==> src/rtl/pqd_pkg.sv <==
// ----------------------------------------------------------------------------
// pqd_pkg: shared types and constants of the palette quantiser
// Configuration record, queue entry, status record, command and register
// codes, and the error-share arithmetic.
// ----------------------------------------------------------------------------
`default_nettype none

package pqd_pkg;

  // command codes of an input item
  localparam logic CMD_PIXEL     = 1'b0;
  localparam logic CMD_PAL_WRITE = 1'b1;

  // configuration register indexes
  localparam logic [2:0] REG_PALETTE_COUNT      = 3'd0;
  localparam logic [2:0] REG_IMAGE_WIDTH        = 3'd1;
  localparam logic [2:0] REG_IMAGE_HEIGHT       = 3'd2;
  localparam logic [2:0] REG_DITHER_ENABLE      = 3'd3;
  localparam logic [2:0] REG_TRANSPARENCY_ENABLE = 3'd4;
  localparam logic [2:0] REG_TRANSPARENT_INDEX  = 3'd5;

  // diffusion weights, in sixteenths
  localparam logic [2:0] W_AHEAD  = 3'd7;
  localparam logic [2:0] W_BEHIND = 3'd3;
  localparam logic [2:0] W_BELOW  = 3'd5;
  localparam logic [2:0] W_DIAG   = 3'd1;

  localparam logic [7:0] CHAN_MAX = 8'd255;

  typedef struct packed {
    logic [8:0]  palette_count;
    logic [10:0] image_width;
    logic [15:0] image_height;
    logic        dither_enable;
    logic        transparency_enable;
    logic [7:0]  transp_idx;
  } cfg_t;

  localparam cfg_t CFG_RESET = '{
    palette_count:       9'd256,
    image_width:         11'd1024,
    image_height:        16'd1,
    dither_enable:       1'b1,
    transparency_enable: 1'b0,
    transp_idx:          8'd0
  };

  // entry of the queue between front and back
  typedef struct packed {
    logic       is_write;
    logic       transparent;
    logic [7:0] red;
    logic [7:0] green;
    logic [7:0] blue;
    logic [7:0] entry_slot;
  } q_item_t;

  // status from back to front
  typedef struct packed {
    logic clearing;
  } back_stat_t;

  // (w*e+8)/16, truncated toward zero
  function automatic logic signed [8:0] fs_share(input logic [2:0] w,
                                                 input logic signed [8:0] e);
    logic signed [12:0] t;
    logic [12:0]        mag;
    logic [12:0]        q;
    t   = $signed({10'd0, w}) * $signed({{4{e[8]}}, e}) + 13'sd8;
    mag = t[12] ? 13'(-t) : 13'(t);
    q   = mag >> 4;
    return t[12] ? 9'(-q) : 9'(q);
  endfunction

endpackage

`default_nettype wire

==> src/rtl/pqd_if.sv <==
// ----------------------------------------------------------------------------
// pqd_if: channel interfaces of the palette quantiser
// Pixel/palette item channel, result channel and configuration write channel.
// ----------------------------------------------------------------------------
`default_nettype none

interface pqd_item_if;
  logic       valid;
  logic       ready;
  logic       cmd;
  logic [7:0] red;
  logic [7:0] green;
  logic [7:0] blue;
  logic [7:0] alpha;
  logic [7:0] entry_slot;
  modport source (output valid, cmd, red, green, blue, alpha, entry_slot, input ready);
  modport sink   (input valid, cmd, red, green, blue, alpha, entry_slot, output ready);
endinterface


`default_nettype wire

==> src/rtl/pqd_front.sv <==
// ----------------------------------------------------------------------------
// pqd_front: item intake and classification
// Tags each item as palette write or pixel, flags transparent pixels and
// holds them in a two-entry queue for the back end.
// ----------------------------------------------------------------------------
`default_nettype none

module pqd_front (
  input  wire logic               clk,
  input  wire logic               rst,
  pqd_item_if.sink                items,
  input  wire pqd_pkg::cfg_t      cfg,
  input  wire pqd_pkg::back_stat_t stat,
  output logic                    q_valid,
  input  wire logic               q_ready,
  output pqd_pkg::q_item_t        q_item
);

  pqd_pkg::q_item_t slots [2];
  pqd_pkg::q_item_t ent;
  logic             wp, rp;
  logic [1:0]       cnt;
  logic             push, pop;

  assign items.ready = (cnt != 2'd2) && !stat.clearing;
  assign push        = items.valid && items.ready;
  assign q_valid     = (cnt != 2'd0);
  assign pop         = q_valid && q_ready;
  assign q_item      = slots[rp];

  always_comb begin
    ent.is_write    = (items.cmd == pqd_pkg::CMD_PAL_WRITE);
    ent.transparent = cfg.transparency_enable && (items.alpha == 8'd0);
    ent.red         = items.red;
    ent.green       = items.green;
    ent.blue        = items.blue;
    ent.entry_slot  = items.entry_slot;
  end

  always_ff @(posedge clk) begin
    if (push) begin
      slots[wp] <= ent;
    end
  end

  always_ff @(posedge clk) begin
    if (rst) begin
      wp  <= 1'b0;
      rp  <= 1'b0;
      cnt <= 2'd0;
    end else begin
      if (push) wp <= ~wp;
      if (pop)  rp <= ~rp;
      unique case ({push, pop})
        2'b10:   cnt <= cnt + 2'd1;
        2'b01:   cnt <= cnt - 2'd1;
        default: cnt <= cnt;
      endcase
    end
  end

endmodule

`default_nettype wire

==> src/flat_wrapper.sv <==
// flat-port wrapper written by rule: the top's interface ports become plain ports
module pqd_front_flat 
  (clk, rst, cfg, stat, q_valid, q_ready, q_item, items_valid, items_cmd, items_red, items_green, items_blue, items_alpha, items_entry_slot, items_ready);
  pqd_item_if items_i ();
  input  wire logic clk;
  input  wire logic rst;
  input  wire pqd_pkg::cfg_t cfg;
  input  wire pqd_pkg::back_stat_t stat;
  output logic q_valid;
  input  wire logic q_ready;
  output pqd_pkg::q_item_t q_item;
  input wire logic [$bits(items_i.valid)-1:0] items_valid;
  input wire logic [$bits(items_i.cmd)-1:0] items_cmd;
  input wire logic [$bits(items_i.red)-1:0] items_red;
  input wire logic [$bits(items_i.green)-1:0] items_green;
  input wire logic [$bits(items_i.blue)-1:0] items_blue;
  input wire logic [$bits(items_i.alpha)-1:0] items_alpha;
  input wire logic [$bits(items_i.entry_slot)-1:0] items_entry_slot;
  output wire logic [$bits(items_i.ready)-1:0] items_ready;
  assign items_i.valid = items_valid;
  assign items_i.cmd = items_cmd;
  assign items_i.red = items_red;
  assign items_i.green = items_green;
  assign items_i.blue = items_blue;
  assign items_i.alpha = items_alpha;
  assign items_i.entry_slot = items_entry_slot;
  assign items_ready = items_i.ready;
  pqd_front u_core (.clk(clk), .rst(rst), .items(items_i), .cfg(cfg), .stat(stat), .q_valid(q_valid), .q_ready(q_ready), .q_item(q_item));
endmodule
==> config.mk <==
export PLATFORM = sky130hd
export DESIGN_NAME = pqd_front_flat
export DESIGN_NICKNAME = d
export VERILOG_FILES = /design/src/rtl/pqd_pkg.sv /design/src/rtl/pqd_if.sv /design/src/rtl/pqd_front.sv /design/src/flat_wrapper.sv
export SDC_FILE = /design/constraint.sdc
export NUM_CORES = 1
export LEC_CHECK = 0
export BUFFER_PORTS_ARGS = -buffer_cell sky130_fd_sc_hd__buf_2
export CAP_MARGIN = 0
export CORE_ASPECT_RATIO = 0.8
export CORE_MARGIN = 2
export CORE_UTILIZATION = 40
export DETAILED_ROUTE_END_ITERATION = 16
export PLACE_DENSITY = 0.77
export SLEW_MARGIN = 15
export SYNTH_ARGS = -nofsm -noshare
export SYNTH_HDL_FRONTEND = slang
export SYNTH_SLANG_ARGS = --single-unit
==> constraint.sdc <==
create_clock -name clk -period 2.2 [get_ports clk]
set_input_delay 0.22 -clock clk [delete_from_list [all_inputs] [get_ports clk]]
set_output_delay 0.22 -clock clk [all_outputs]
set_load 0.01 [all_outputs]
==> results.ini <==
[outcome]
outcome=completed

[die]
die_area_mm2=0.007405
die_w_um=95.71
core_mm2=0.006441
std_cell_rows=26
die_height_um=77.37
initial_core_util=0.4178
boundaryPins=128

[setup_path]
timing.rr.start=u_core.cnt[0]$_SDFFE_PP0P_
max_stage_delay_ns=0.41
crit_type=register to output pin
crit_arrival_ns=1.48
path_buf_inv=2
critical-path-slowest-cell=dfxtp_2
crit_path_cell_trace=buf_12 > mux2_2 > buf_2
cp_top_family=flip-flops
critPathMaxFanout=30
cp-end-kind=output pin
startpoint_type=register
cp.required_ns=1.98

[power]
power.density_mw_per_mm2=1014
power_leakage_uw=0.001299
ir_drop_mv=0.4837

[clocking]
cts.sinks=73
numCtsBuffers=9
clk_latency_ns=0.33
post_cts.repair.setup_buffers=0
clockBufferDepth=2
ctsHtreeMaxLevel=3
cts_resized=0
tritoncts=yes
hold_buffers=0
clockRootBuffer=clkbuf_8
path_clk_slew_ns=0.08

[hold_path]
hp-class=input port to register
min-delay-start=items_blue[1]

[timing]
setup_viol=0
worst_pin_slew_ns=0.4065
skew_ns=0.004145
slew_violations=0
timing.hold.ws_ns=0.06637
timing.final.crit_period_ns=1.696
layout_setup_ws_ns=0.5039
period_share=0.7710
rsz0062_at_grt=false
hold_viol=0
max_freq_mhz=589.6
slew_headroom=0.7290
finalSetupTns_ns=0

[synth]
ys_ff_latch=73
synthTopCellsByArea=edfxtp_1 (76%), mux2_2 (14%), dfxtp_1 (3.7%), buf_2 (0.74%), xnor2_1 (0.65%)
yosysSeqAreaShare=0.7959
synthCells=135
synthDistinctLibCells=20
synth_top_area_share=0.7587
synth_top_cell_by_area=edfxtp_1
synth_area_mm2=0.002691
ys.warnings.count=0
syn-num-nets=228
syn_area_per_cell_um2=19.94

[layout]
area_growth_pct=27.71
drive_gt1_frac=0.5880
post-route-util=0.5336
diodes=0
layout.nets=321
fillers=541
final_cells=317

[global_route]
grt_overflow=0
antenna_found_initial=0
grt_pass1_wl_um=7051
grt_pass1_vias=1488
grt_use_total=0.1313
grt_max_degree=31

[drt]
viasPerCell=4.656
top_layer_used=met4
routedLengthMet1_um=1984
wl_per_cell_um=14.53
wl_met3_um=277
vias=1476
routed-wl-met2_um=2303
initialDrtViolationCount=45
routed_wl_um=4607
ant_nets=0
drcViolationCount=0
first_pass_iters=4

[placed_design]
dp_hpwl_um=3132
gp_congestion=0.6947
portBuffers=82
pre_cts_ws_ns=0.5350
dpl.cell_count=301

[flow_run]
cap_violations=0

## final timing paths
| kind | to | depth (start not counted) | slack, ns |
|---|---|---|---|
| max reg2reg | u_core.slots[1][19]$_DFFE_PP_ | 4 | 0.53 |
| max | q_item[21] | 3 | 0.50 |
| min | u_core.slots[0][9]$_DFFE_PP_ | 1 | 0.07 |
| min reg2reg | u_core.wp$_SDFFE_PP0N_ | 2 | 0.49 |
## cell usage in the layout, fill, tap and decap left out, types with 2 or more instances in the layout
master,synthesis,routed
buf_2,4,82
edfxtp_1,68,68
mux2_2,34,34
clkbuf_8,0,9
nor2_1,4,4
dfxtp_1,5,4
nor4_1,2,2
or3_1,2,2
xnor2_1,2,2
o21ai_0,2,2
a21oi_1,2,2
clkinv_1,0,2
inv_6,0,2
buf_4,0,2
buf_12,0,2
## per-layer routing
metal / vias up / track usage
met2: 53 / 0.2105
met3: 6 / 0.05728
met4: 0 / 0.05000
li1: 716 / -
met1: 701 / 0.1556
met5: - / 0
## flip-flops by register name, indices dropped and copies added, names as in the netlist, named ones only
| signal | count |
|---|---|
| u_core.wp | 1 |
| u_core.cnt | 2 |
| u_core.rp | 1 |
| u_core.slots | 68 |
## cell usage after synthesis
cell type,count
nor2b_1,1
or3_1,2
buf_2,4
ha_1,1
and3_1,1
o21ai_0,2
nor4_1,2
nand3b_1,1
nor2_1,4
mux2_2,34
or2_2,1
dfxtp_1,5
xor2_1,1
o21a_1,1
xnor2_1,2
edfxtp_1,68
nand2b_1,1
a21oi_1,2
inv_1,1
nand2_1,1
## through the flow
stage	cell area, um2	total power [uW]
global route	3437	3656
detailed placement	3244	2527
finish	3437	3486
floorplan	2691	2213
CTS	3437	3543
global placement	3244	2515
## report_power, final
| group | total, uW | leakage (uW) | internal, uW | switching, uW |
|---|---|---|---|---|
| Combinational | 801 | 0.000534 | 418 | 383 |
| Sequential | 1680 | 0.000667 | 1630 | 48.9 |
| Clock | 1000 | 0.0000991 | 524 | 480 |
| Total | 3490 | 0.00130 | 2570 | 912 |
## cell families after synthesis
family,Yosys count,synth area share
flip-flops,73,0.7959
multiplexers,34,0.1423
AND/OR/NAND/NOR,14,0.02836
AO/OA/AOI/OAI,5,0.01023
buffers and inverters,5,0.008832
XOR/XNOR,3,0.009765
adder cells (fa/ha/maj),1,0.004648
## final cells by class
class,instances,area (um2),share of cell area
clock buffers,9,123.9,0.03604
well taps,84,105.1,0.03058
inverters,1,3.754,0.001092
multi-input cells,57,526.8,0.1533
clock inverters,7,68.82,0.02002
repair buffers,86,465.4,0.1354
flip-flops and latches,73,2143,0.6236
No activity file was read; power rests on OpenSTA's default activity.
